===== config.mk =====
export PLATFORM = sky130hd
export DESIGN_NAME = fasta_fastq_record_parser
export DESIGN_NICKNAME = d
export VERILOG_FILES = /design/src/sv/ffrp_pkg.sv /design/src/sv/fasta_fastq_record_parser.sv
export SDC_FILE = /design/constraint.sdc
export NUM_CORES = 1
export LEC_CHECK = 0
export BUFFER_PORTS_ARGS = -buffer_cell sky130_fd_sc_hd__buf_2
export CORE_MARGIN = 5
export CORE_UTILIZATION = 50
export DETAILED_ROUTE_END_ITERATION = 8
export GPL_TIMING_DRIVEN = 0
export PLACE_DENSITY = 0.8
export SETUP_SLACK_MARGIN = 0.15
export SLEW_MARGIN = 15
export SYNTH_ARGS = -nofsm -noshare
export SYNTH_HDL_FRONTEND = slang
export SYNTH_SLANG_ARGS = --single-unit

===== constraint.sdc =====
create_clock -name clk_i -period 7 [get_ports clk_i]
set_clock_uncertainty 0.05 [all_clocks]
set_input_delay 1.05 -clock clk_i [delete_from_list [all_inputs] [get_ports clk_i]]
set_output_delay 1.05 -clock clk_i [all_outputs]
set_load 0.03 [all_outputs]

===== src/sv/ffrp_pkg.sv =====
// ----------------------------------------------------------------------------
// ffrp_pkg
// Types, constants and helper functions for the FASTA/FASTQ record parser.
// ----------------------------------------------------------------------------
package ffrp_pkg;

  localparam int unsigned LengthBits = 24;
  localparam int unsigned LenOutW    = 24;
  localparam int unsigned CharW      = 8;

  localparam logic [LengthBits-1:0] CountMax = {LengthBits{1'b1}};

  localparam logic [CharW-1:0] ChGt      = 8'd62;
  localparam logic [CharW-1:0] ChAt      = 8'd64;
  localparam logic [CharW-1:0] ChPlus    = 8'd43;
  localparam logic [CharW-1:0] ChNewline = 8'd10;
  localparam logic [CharW-1:0] ChSpace   = 8'd32;
  localparam logic [CharW-1:0] ChTab     = 8'd9;
  localparam logic [CharW-1:0] ChCr      = 8'd13;
  localparam logic [CharW-1:0] GraphLo   = 8'd33;
  localparam logic [CharW-1:0] GraphHi   = 8'd126;
  localparam logic [CharW-1:0] QualHi    = 8'd127;

  typedef enum logic [2:0] {
    PhSeek      = 3'd0,
    PhNameFirst = 3'd1,
    PhName      = 3'd2,
    PhComment   = 3'd3,
    PhSeq       = 3'd4,
    PhPlus      = 3'd5,
    PhQual      = 3'd6
  } phase_e;

  typedef enum logic [2:0] {
    KindName    = 3'd0,
    KindComment = 3'd1,
    KindSeq     = 3'd2,
    KindQual    = 3'd3,
    KindRecord  = 3'd4,
    KindStream  = 3'd5
  } kind_e;

  typedef enum logic [1:0] {
    StFasta    = 2'd0,
    StFastq    = 2'd1,
    StTrunc    = 2'd2,
    StOverflow = 2'd3
  } status_e;

  typedef struct packed {
    kind_e              kind;
    logic [CharW-1:0]   char_value;
    status_e            status;
    logic [LenOutW-1:0] seq_length;
    logic               end_of_stream;
  } result_t;

  function automatic logic is_space(logic [CharW-1:0] b);
    return (b == ChSpace) || ((b >= ChTab) && (b <= ChCr));
  endfunction

  function automatic result_t make_char(kind_e kind, logic [CharW-1:0] b);
    result_t r;
    r.kind          = kind;
    r.char_value    = b;
    r.status        = StFasta;
    r.seq_length    = '0;
    r.end_of_stream = 1'b0;
    return r;
  endfunction

  function automatic result_t make_record(status_e st, logic ovf,
                                          logic [LengthBits-1:0] len, logic eos);
    result_t r;
    r.kind          = KindRecord;
    r.char_value    = '0;
    r.status        = ovf ? StOverflow : st;
    r.seq_length    = LenOutW'(len);
    r.end_of_stream = eos;
    return r;
  endfunction

  function automatic result_t make_stream_end();
    result_t r;
    r.kind          = KindStream;
    r.char_value    = '0;
    r.status        = StFasta;
    r.seq_length    = '0;
    r.end_of_stream = 1'b1;
    return r;
  endfunction

endpackage


===== src/sv/fasta_fastq_record_parser.sv =====
// ----------------------------------------------------------------------------
// fasta_fastq_record_parser
// Byte-stream parser that tags FASTA/FASTQ name, comment, sequence and
// quality characters and closes each record with a status and a length.
// ----------------------------------------------------------------------------
// The parser accepts one item per clock cycle while not held off: each byte
// updates the parse phase and the two length counters, and any result goes
// into an output register backed by a one-entry skid stage, so input is only
// held off while both of those hold an untaken result. A result is registered
// in the output register, or in the skid stage while that one is not taken.
module fasta_fastq_record_parser (
  input  logic        clk_i,
  input  logic        rst_ni,
  input  logic        s_axis_tvalid,
  output logic        s_axis_tready,
  input  logic [7:0]  s_axis_tdata,  // data_byte[7:0]
  input  logic        s_axis_tlast,  // stream_end
  output logic        m_axis_tvalid,
  input  logic        m_axis_tready,
  output logic [39:0] m_axis_tdata,  // char_value[7:0], status[9:8],
                                     // seq_length[33:10], zero fill[39:34]
  output logic [2:0]  m_axis_tuser,  // kind[2:0]
  output logic        m_axis_tlast   // end_of_stream
);

  localparam int unsigned W = ffrp_pkg::LengthBits;

  ffrp_pkg::phase_e  phase_q, phase_d;
  logic [W-1:0]      seq_count_q, seq_count_d;
  logic [W-1:0]      qual_count_q, qual_count_d;
  logic              ovf_q, ovf_d;

  ffrp_pkg::result_t res;
  logic              res_valid;

  ffrp_pkg::result_t out_q, skid_q;
  logic              out_valid_q, skid_valid_q;

  logic              accept, take;
  logic [7:0]        b;

  assign b             = s_axis_tdata;
  assign s_axis_tready = !skid_valid_q;
  assign accept        = s_axis_tvalid && s_axis_tready;
  assign take          = out_valid_q && m_axis_tready;

  always_comb begin
    phase_d      = phase_q;
    seq_count_d  = seq_count_q;
    qual_count_d = qual_count_q;
    ovf_d        = ovf_q;
    res          = ffrp_pkg::make_stream_end();
    res_valid    = 1'b0;
    if (s_axis_tlast) begin
      res_valid = 1'b1;
      priority if (phase_q == ffrp_pkg::PhSeek || phase_q == ffrp_pkg::PhNameFirst) begin
        res = ffrp_pkg::make_stream_end();
      end else if (phase_q == ffrp_pkg::PhPlus) begin
        res = ffrp_pkg::make_record(ffrp_pkg::StTrunc, ovf_q, seq_count_q, 1'b1);
      end else if (phase_q == ffrp_pkg::PhQual) begin
        res = ffrp_pkg::make_record(
          (qual_count_q < seq_count_q) ? ffrp_pkg::StTrunc : ffrp_pkg::StFastq,
          ovf_q, seq_count_q, 1'b1);
      end else begin
        res = ffrp_pkg::make_record(ffrp_pkg::StFasta, ovf_q, seq_count_q, 1'b1);
      end
      phase_d      = ffrp_pkg::PhSeek;
      seq_count_d  = '0;
      qual_count_d = '0;
      ovf_d        = 1'b0;
    end else begin
      unique case (phase_q)
        ffrp_pkg::PhSeek: begin
          if (b == ffrp_pkg::ChGt || b == ffrp_pkg::ChAt) begin
            phase_d      = ffrp_pkg::PhNameFirst;
            seq_count_d  = '0;
            qual_count_d = '0;
            ovf_d        = 1'b0;
          end
        end
        ffrp_pkg::PhNameFirst, ffrp_pkg::PhName: begin
          if (ffrp_pkg::is_space(b)) begin
            phase_d = (b == ffrp_pkg::ChNewline) ? ffrp_pkg::PhSeq : ffrp_pkg::PhComment;
          end else begin
            phase_d   = ffrp_pkg::PhName;
            res       = ffrp_pkg::make_char(ffrp_pkg::KindName, b);
            res_valid = 1'b1;
          end
        end
        ffrp_pkg::PhComment: begin
          if (b == ffrp_pkg::ChNewline) begin
            phase_d = ffrp_pkg::PhSeq;
          end else begin
            res       = ffrp_pkg::make_char(ffrp_pkg::KindComment, b);
            res_valid = 1'b1;
          end
        end
        ffrp_pkg::PhSeq: begin
          if (b == ffrp_pkg::ChGt || b == ffrp_pkg::ChAt) begin
            phase_d      = ffrp_pkg::PhNameFirst;
            res          = ffrp_pkg::make_record(ffrp_pkg::StFasta, ovf_q, seq_count_q, 1'b0);
            res_valid    = 1'b1;
            seq_count_d  = '0;
            qual_count_d = '0;
            ovf_d        = 1'b0;
          end else if (b == ffrp_pkg::ChPlus) begin
            phase_d = ffrp_pkg::PhPlus;
          end else if (b >= ffrp_pkg::GraphLo && b <= ffrp_pkg::GraphHi) begin
            if (seq_count_q == ffrp_pkg::CountMax) begin
              ovf_d = 1'b1;
            end else begin
              seq_count_d = seq_count_q + 1'b1;
            end
            res       = ffrp_pkg::make_char(ffrp_pkg::KindSeq, b);
            res_valid = 1'b1;
          end
        end
        ffrp_pkg::PhPlus: begin
          if (b == ffrp_pkg::ChNewline) begin
            phase_d = ffrp_pkg::PhQual;
          end
        end
        ffrp_pkg::PhQual: begin
          if (qual_count_q < seq_count_q) begin
            if (b >= ffrp_pkg::GraphLo && b <= ffrp_pkg::QualHi) begin
              if (qual_count_q == ffrp_pkg::CountMax) begin
                ovf_d = 1'b1;
              end else begin
                qual_count_d = qual_count_q + 1'b1;
              end
              res       = ffrp_pkg::make_char(ffrp_pkg::KindQual, b);
              res_valid = 1'b1;
            end
          end else begin
            phase_d      = ffrp_pkg::PhSeek;
            res          = ffrp_pkg::make_record(ffrp_pkg::StFastq, ovf_q, seq_count_q, 1'b0);
            res_valid    = 1'b1;
            seq_count_d  = '0;
            qual_count_d = '0;
            ovf_d        = 1'b0;
          end
        end
        default: begin
          phase_d      = ffrp_pkg::PhSeek;
          seq_count_d  = '0;
          qual_count_d = '0;
          ovf_d        = 1'b0;
        end
      endcase
    end
  end

  always_ff @(posedge clk_i or negedge rst_ni) begin
    if (!rst_ni) begin
      phase_q      <= ffrp_pkg::PhSeek;
      seq_count_q  <= '0;
      qual_count_q <= '0;
      ovf_q        <= 1'b0;
    end else if (accept) begin
      phase_q      <= phase_d;
      seq_count_q  <= seq_count_d;
      qual_count_q <= qual_count_d;
      ovf_q        <= ovf_d;
    end
  end

  always_ff @(posedge clk_i or negedge rst_ni) begin
    if (!rst_ni) begin
      out_valid_q  <= 1'b0;
      skid_valid_q <= 1'b0;
    end else if (skid_valid_q) begin
      if (take) begin
        skid_valid_q <= 1'b0;
      end
    end else if (accept && res_valid) begin
      if (out_valid_q && !take) begin
        skid_valid_q <= 1'b1;
      end else begin
        out_valid_q <= 1'b1;
      end
    end else if (take) begin
      out_valid_q <= 1'b0;
    end
  end

  always_ff @(posedge clk_i) begin
    if (skid_valid_q) begin
      if (take) begin
        out_q <= skid_q;
      end
    end else if (accept && res_valid) begin
      if (out_valid_q && !take) begin
        skid_q <= res;
      end else begin
        out_q <= res;
      end
    end
  end

  assign m_axis_tvalid = out_valid_q;
  assign m_axis_tuser  = out_q.kind;
  assign m_axis_tlast  = out_q.end_of_stream;
  assign m_axis_tdata  = {6'd0, out_q.seq_length, out_q.status, out_q.char_value};

  a_skid_implies_out : assert property (@(posedge clk_i) disable iff (!rst_ni)
    skid_valid_q |-> out_valid_q)
    else $error("Skid entry is valid while the output register is empty.");

  a_qual_le_seq : assert property (@(posedge clk_i) disable iff (!rst_ni)
    qual_count_q <= seq_count_q)
    else $error("Quality count exceeds sequence count.");

  a_seek_clear : assert property (@(posedge clk_i) disable iff (!rst_ni)
    (phase_q == ffrp_pkg::PhSeek) |-> (seq_count_q == '0 && qual_count_q == '0 && !ovf_q))
    else $error("Record counters are not clear while seeking a header.");

  a_char_fields : assert property (@(posedge clk_i) disable iff (!rst_ni)
    (out_valid_q && out_q.kind != ffrp_pkg::KindRecord)
      |-> (out_q.seq_length == '0 && out_q.status == ffrp_pkg::StFasta))
    else $error("Non-record result carries a status or a length.");

  a_stream_end_resets : assert property (@(posedge clk_i) disable iff (!rst_ni)
    (accept && s_axis_tlast) |=> (phase_q == ffrp_pkg::PhSeek))
    else $error("Parser did not return to header seek after stream end.");

endmodule

==> flow_summary.json, run 1 <==
{
  "crit_type": "input port to flip-flop",
  "wl_um": 19700,
  "root_buffer": "clkbuf_16",
  "yosys_most_used_dff": "edfxtp_1",
  "drt_iter0_markers": 691,
  "synth.distinct_cells": 73,
  "start_kind": "input port",
  "cts_num_sinks": 130,
  "postPlaceCellArea_sq_mm": 0.00788,
  "fill_cells": 1128,
  "p_sw_frac": 0.401,
  "regToRegStartpoint": "seq_count_q[23]",
  "power_frac_comb": 0.371,
  "drv_cap": 0,
  "synth_area_sq_mm": 0.00731,
  "post_cts_buffers": 0,
  "synthArstFlopShare": 0.415,
  "p_clk_frac": 0.279,
  "grtUsageMet3": 0.0524,
  "die_w_um": 131,
  "cts_buffer_depth": 2,
  "netlist_instances": 742,
  "num_io_pins": 59,
  "worstSetupEndpoint": "m_axis_tdata[17]",
  "gp_congestion": 0.929,
  "postCtsResizedCells": 0,
  "antennaDiodeCount": 0,
  "grt.total_usage": 0.234,
  "instances_no_fill": 1013,
  "area.growth.synth_to_final_pct": 15.7,
  "rows": 44,
  "setup_viol": 0,
  "clk_pin_slew_ps": 60,
  "drt_first_pass_iters": 6,
  "placed_cells": 981,
  "core_area_sq_mm": 0.0144,
  "reg2reg_depth": 10,
  "grt_pass1_vias": 6115,
  "htree_levels": 4,
  "grt_max_degree": 55,
  "hp-class": "flip-flop to flip-flop",
  "grtUsageMet2": 0.365,
  "synth_top_cell_area_share": 0.312,
  "synth_top_area_cell": "edfxtp_1",
  "num_vias": 6474,
  "yosys-top-cells-area": "edfxtp_1, dfrtp_1, o31ai_1",
  "dp_hpwl_um": 13700,
  "ir_worst_vdd_mv": 0.176,
  "finish.utilization": 0.587,
  "fp.dieArea_sq_mm": 0.0171,
  "yosysSeqAreaShare": 0.497,
  "drc_errors": 0,
  "p_int_uw": 1900,
  "regToRegSetupSlack_ps": 2910,
  "finalMaxSlewViolations": 0,
  "period_share": 0.590,
  "worstSkewPairLatency_ps": 430,
  "synth-edff-count": 76,
  "gr-total-overflow": 0,
  "ant_nets": 0,
  "die_y_um": 131,
  "initial_core_util": 0.507,
  "numPortBuffers": 48,
  "drive_above_1_share": 0.152,
  "antenna_found_initial": 0,
  "cts_tree": "built",
  "p_seq_frac": 0.349,
  "hold_ws_ps": 476,
  "final.setup.tns_ps": 0,
  "ctsHoldBuffers": 0,
  "nets": 854,
  "grt.busiest_layer": "met2",
  "crit_start": "s_axis_tdata[6]",
  "max_freq_ghz": 0.242,
  "crit_required_ps": 7080,
  "finalHoldViolations": 0,
  "grt_pass1_wl_um": 31300,
  "arrival_ps": 4200,
  "grt_use_met1": 0.316,
  "syn_avg_cell_area_sq_um": 9.86,
  "wire_per_inst_um": 19.4,
  "switching_power_uw": 1270,
  "finalInstanceArea_sq_mm": 0.00846,
  "avgViaCountPerCell": 6.39,
  "worstReg2RegEnd": "m_axis_tdata[17]",
  "status": "finished clean",
  "cts_buffers": 17,
  "grt_setup_unrepaired": "false",
  "worst_pin_slew_ps": 955,
  "cp_max_fo": 25,
  "end_kind": "flip-flop",
  "timing.slew.headroom": 0.358,
  "finalCriticalPeriod_ps": 4130,
  "p_leak_uw": 0.00320,
  "synth-seq-cells": 130,
  "powerDensity_mw_per_mm2": 375,
  "yosys_warnings": 0
}
==> cells in the final DEF (no fill, tap or decap), types with 17 or more instances in the layout <==
master      n
nand2_1    85
edfxtp_1   76
nor2_1     64
buf_2      57
dfrtp_1    54
a21oi_1    49
o31ai_1    49
o21ai_0    38
inv_1      37
ha_1       25
or4_1      22
nand3_1    20
clkbuf_1   19
or3_1      18
nand4_1    17
clkbuf_16  17
==> logic make-up after synthesis <==
| group | Yosys count | share of synthesized area |
|---|---|---|
| buffers and inverters | 78 | 0.0469 |
| AO/OA/AOI/OAI | 209 | 0.195 |
| flip-flops | 130 | 0.497 |
| AND/OR/NAND/NOR | 292 | 0.208 |
| XOR/XNOR | 1 | 0.00120 |
| multiplexers | 6 | 0.00889 |
| adder cells (fa/ha/maj) | 25 | 0.0428 |
| other | 1 | 0.000513 |
==> metrics by stage <==
stage                     total power [uW]  setup slack (ps)
final                                 3180              2870
after global routing                  3320              2700
after CTS                             3170              2960
after detailed placement              2280              2550
after global placement                2220               851
after floorplan                       1930              2070
==> worst max-delay path, stage by stage <==
cell and delay, ps:
clkbuf_1 300, nor2_1 150, a211oi_2 650, nand2_1 360, a22oi_1 320, o311a_1 310, a22oi_1 240, a21oi_4 550
buf_16 250
==> synthesized netlist by cell type, types with 3 or more instances <==
master,instances
nand2_1,85
edfxtp_1,76
nor2_1,64
dfrtp_1,54
a21oi_1,50
o31ai_1,49
o21ai_0,38
inv_1,37
ha_1,25
or4_1,22
nand3_1,20
clkbuf_1,18
or3_1,18
nand4_1,17
buf_2,10
nor3_1,10
nor4_1,10
a22o_1,9
buf_4,8
o21a_1,7
a211oi_1,6
a31oi_1,6
and2_1,6
and3_1,6
nor2b_1,6
nand2b_1,5
a21o_1,4
a22oi_1,4
a32o_1,4
mux2_2,4
nand3b_1,4
or2_2,4
buf_1,3
nor3b_1,3
o21ai_1,3
o22ai_1,3
==> metal layers <==
layer | wire length (um) | share of wire | up-vias
li1 | - | - | 2949
met1 | 7930 | 0.40 | 3076
met2 | 9290 | 0.47 | 381
met3 | 1780 | 0.091 | 68
met4 | 661 | 0.034 | 0
met5 | 0 | 0 | -
==> sequential cells by signal, summed over array words and instances (netlist names) <==
name / flops
skid_valid_q: 1
seq_count_q: 24
m_axis_tuser: 3
qual_count_q: 24
m_axis_tvalid: 1
m_axis_tlast: 1
skid_q: 38
ovf_q: 1
m_axis_tdata: 34
phase_q: 3
==> power groups by stage <==
| stage | Clock [uW] | Sequential, uW | Combinational (uW) |
|---|---|---|---|
| final | 887 | 1110 | 1180 |
| after global placement | 0 | 1130 | 1090 |
| after floorplan | 0 | 1350 | 573 |
| after detailed placement | 0 | 1120 | 1160 |
| after CTS | 892 | 1110 | 1170 |
| after global routing | 927 | 1120 | 1270 |
==> layout make-up <==
class	instances	area, sq um	area share
Buffer	40	200	0.0237
Clock buffer	18	429	0.0507
Clock inverter	14	154	0.0182
Inverter	38	143	0.0169
Multi-Input combinational cell	539	3380	0.399
Sequential cell	130	3630	0.429
Tap cell	184	230	0.0272
Timing Repair Buffer	50	298	0.0352
==> worst min-delay path by stage <==
stage | startpoint | end | slack, ps | cells past startpoint
global placement | skid_q[17] | m_axis_tdata[26] | 450 | 2
floorplan | seq_count_q[8] | seq_count_q[8] | 430 | 1
global route | skid_q[11] | m_axis_tdata[20] | 510 | 2
CTS | skid_q[17] | m_axis_tdata[26] | 480 | 2
detailed placement | seq_count_q[8] | seq_count_q[8] | 460 | 1
finish | skid_q[15] | m_axis_tdata[24] | 480 | 2
(Power assumes the default switching activity.)
==> run 2: changes to the inputs <==
==> constraint.sdc (replaced) <==
create_clock -name clk_i -period 4.1 [get_ports clk_i]
set_clock_uncertainty 0.05 [all_clocks]
set_input_delay 0.615 -clock clk_i [delete_from_list [all_inputs] [get_ports clk_i]]
set_output_delay 0.615 -clock clk_i [all_outputs]
set_load 0.03 [all_outputs]
==> flow_summary.json, run 2 (synthesis gave the netlist of run 1 again) <==
{
  "die_y_um": 131,
  "status": "finished clean",
  "instances_no_fill": 1017,
  "gr-total-overflow": 0,
  "pre_cts_slack_ps": 38.2,
  "setup_viol": 0,
  "worstReg2RegEnd": "skid_q[9]",
  "regArea_sq_mm": 0.00363,
  "cts_tree": "built",
  "powerDensity_mw_per_mm2": 638,
  "crit_required_ps": 4230,
  "cts_buffers": 17,
  "cp_num_buf_inv": 2,
  "largest-register": "skid_q",
  "drt_iter0_markers": 728,
  "ctsHoldBuffers": 0,
  "total_power_uw": 5410,
  "fin_ws_ps": 440,
  "max_freq_ghz": 0.273,
  "start_kind": "flip-flop",
  "ant_nets": 0,
  "power_frac_comb": 0.385,
  "cts_buffer_depth": 2,
  "wire_per_inst_um": 19.0,
  "drt_first_pass_iters": 5,
  "grt_pass1_wl_um": 30200,
  "drc_errors": 0,
  "regToRegSetupSlack_ps": 440,
  "finalCriticalPeriod_ps": 3660,
  "cts_num_sinks": 130,
  "htree_levels": 4,
  "switching_power_uw": 2180,
  "finalHoldViolations": 0,
  "antennaDiodeCount": 0,
  "worst_pin_slew_ps": 940,
  "num_io_pins": 59,
  "grt.total_usage": 0.228,
  "final.setup.tns_ps": 0,
  "p_leak_uw": 0.00321,
  "arrival_ps": 3790,
  "ir_worst_vdd_mv": 0.316,
  "crit_chain": "inv_1 -> ha_1 -> a21o_1 -> a21o_1 -> a2111oi_4 -> o211ai_1 -> o311a_1 -> a22oi_1 -> nor2b_4 -> buf_16",
  "p_clk_frac": 0.265,
  "cpMostUsedCell": "a21o_1",
  "gp_congestion": 0.922,
  "nets": 858,
  "slowest_stage": "a2111oi_4",
  "initial_core_util": 0.507,
  "antenna_found_initial": 0,
  "drive_above_1_share": 0.157,
  "fill_cells": 1144,
  "finalMaxSlewViolations": 0,
  "regToRegStartpoint": "seq_count_q[21]",
  "grt_max_degree": 55,
  "grt_pass1_vias": 5859,
  "layout_commonest_cell": "nand2_1",
  "placed_cells": 981,
  "crit_family": "compound AO/OA/AOI/OAI gates",
  "postPlaceCellArea_sq_mm": 0.00788,
  "finalInstanceArea_sq_mm": 0.00849,
  "clk_pin_slew_ps": 60,
  "worstSetupPathDepth": 10,
  "period_share": 0.893,
  "cp_max_fo": 23,
  "crit_type": "flip-flop to flip-flop",
  "root_buffer": "clkbuf_16",
  "avgViaCountPerCell": 6.32,
  "hp-class": "input port to async pin",
  "dp_hpwl_um": 13500,
  "final_cell_mix": "nand2_1, edfxtp_1, nor2_1, buf_2, dfrtp_1",
  "rows": 44,
  "area.growth.synth_to_final_pct": 16.0,
  "multi_input_area_sq_mm": 0.00338,
  "slowest_delay_ps": 490,
  "end_kind": "flip-flop",
  "reg2reg_depth": 10,
  "num_vias": 6427,
  "worstSkewPairLatency_ps": 430,
  "grt_setup_unrepaired": "false",
  "fp.dieArea_sq_mm": 0.0171,
  "core_area_sq_mm": 0.0144,
  "wl_um": 19300,
  "largest_register_ff_count": 38,
  "p_int_uw": 3240,
  "p_sw_frac": 0.402,
  "drv_cap": 0,
  "p_seq_frac": 0.349,
  "numPortBuffers": 48,
  "die_w_um": 131,
  "timing.slew.headroom": 0.368
}
## run 2: timing repair
| item | in CTS | in global routing |
|---|---|---|
| gates resized for setup | 0 | 1 |
| pin swaps | 1 | 1 |
| setup buffers | 2 | 2 |
| endpoints found under the setup margin | 23 | 32 |
## run 2: worst reg2reg max path, stage by stage (launching register included)
cell,delay (ps)
dfrtp_1,410
inv_1,140
ha_1,350
a21o_1,170
a21o_1,200
a2111oi_4,490
o211ai_1,250
o311a_1,420
a22oi_1,470
nor2b_4,230
buf_16,230
## run 2: per-stage QoR
step,hold slack [ps],util
after global routing,242,0.588
after detailed placement,460,0.546
after CTS,217,0.586
final,195,0.588
after floorplan,269,-
after global placement,454,0.541
## run 2: layer usage
layer | GRT usage | vias to the layer above | share of wire
met5 | 0 | - | 0
met4 | 0.0859 | 0 | 0.027
met3 | 0.0691 | 58 | 0.093
met2 | 0.342 | 356 | 0.46
met1 | 0.313 | 3047 | 0.42
li1 | - | 2966 | -
## run 2: area by class of cell
cell class              instances  share of cell area
flip-flops and latches        130               0.428
multi-input cells             539               0.398
clock buffers                  18              0.0506
repair buffers                 54              0.0401
well taps                     184              0.0271
plain buffers                  40              0.0236
inverters                      38              0.0168
clock inverters                14              0.0155
## run 2: how the worst max path moves through the flow
stage / startpoint / to / slack (ps)
final: seq_count_q[21] / skid_q[9] / 440
after detailed placement: s_axis_tdata[6] / m_axis_tdata[17] / 40
after global placement: s_axis_tdata[6] / skid_q[15] / -610
after floorplan: seq_count_q[23] / m_axis_tdata[0] / 350
after CTS: seq_count_q[21] / m_axis_tdata[32] / 320
after global routing: seq_count_q[23] / skid_q[7] / 220
## run 2: power groups by stage
stage | clock, uW | sequential [uW] | combinational, uW
final | 1440 | 1890 | 2090
after global routing | 1520 | 1910 | 2230
after CTS | 1450 | 1890 | 2030
after detailed placement | 0 | 1920 | 1970
after global placement | 0 | 1910 | 1870
after floorplan | 0 | 2300 | 984
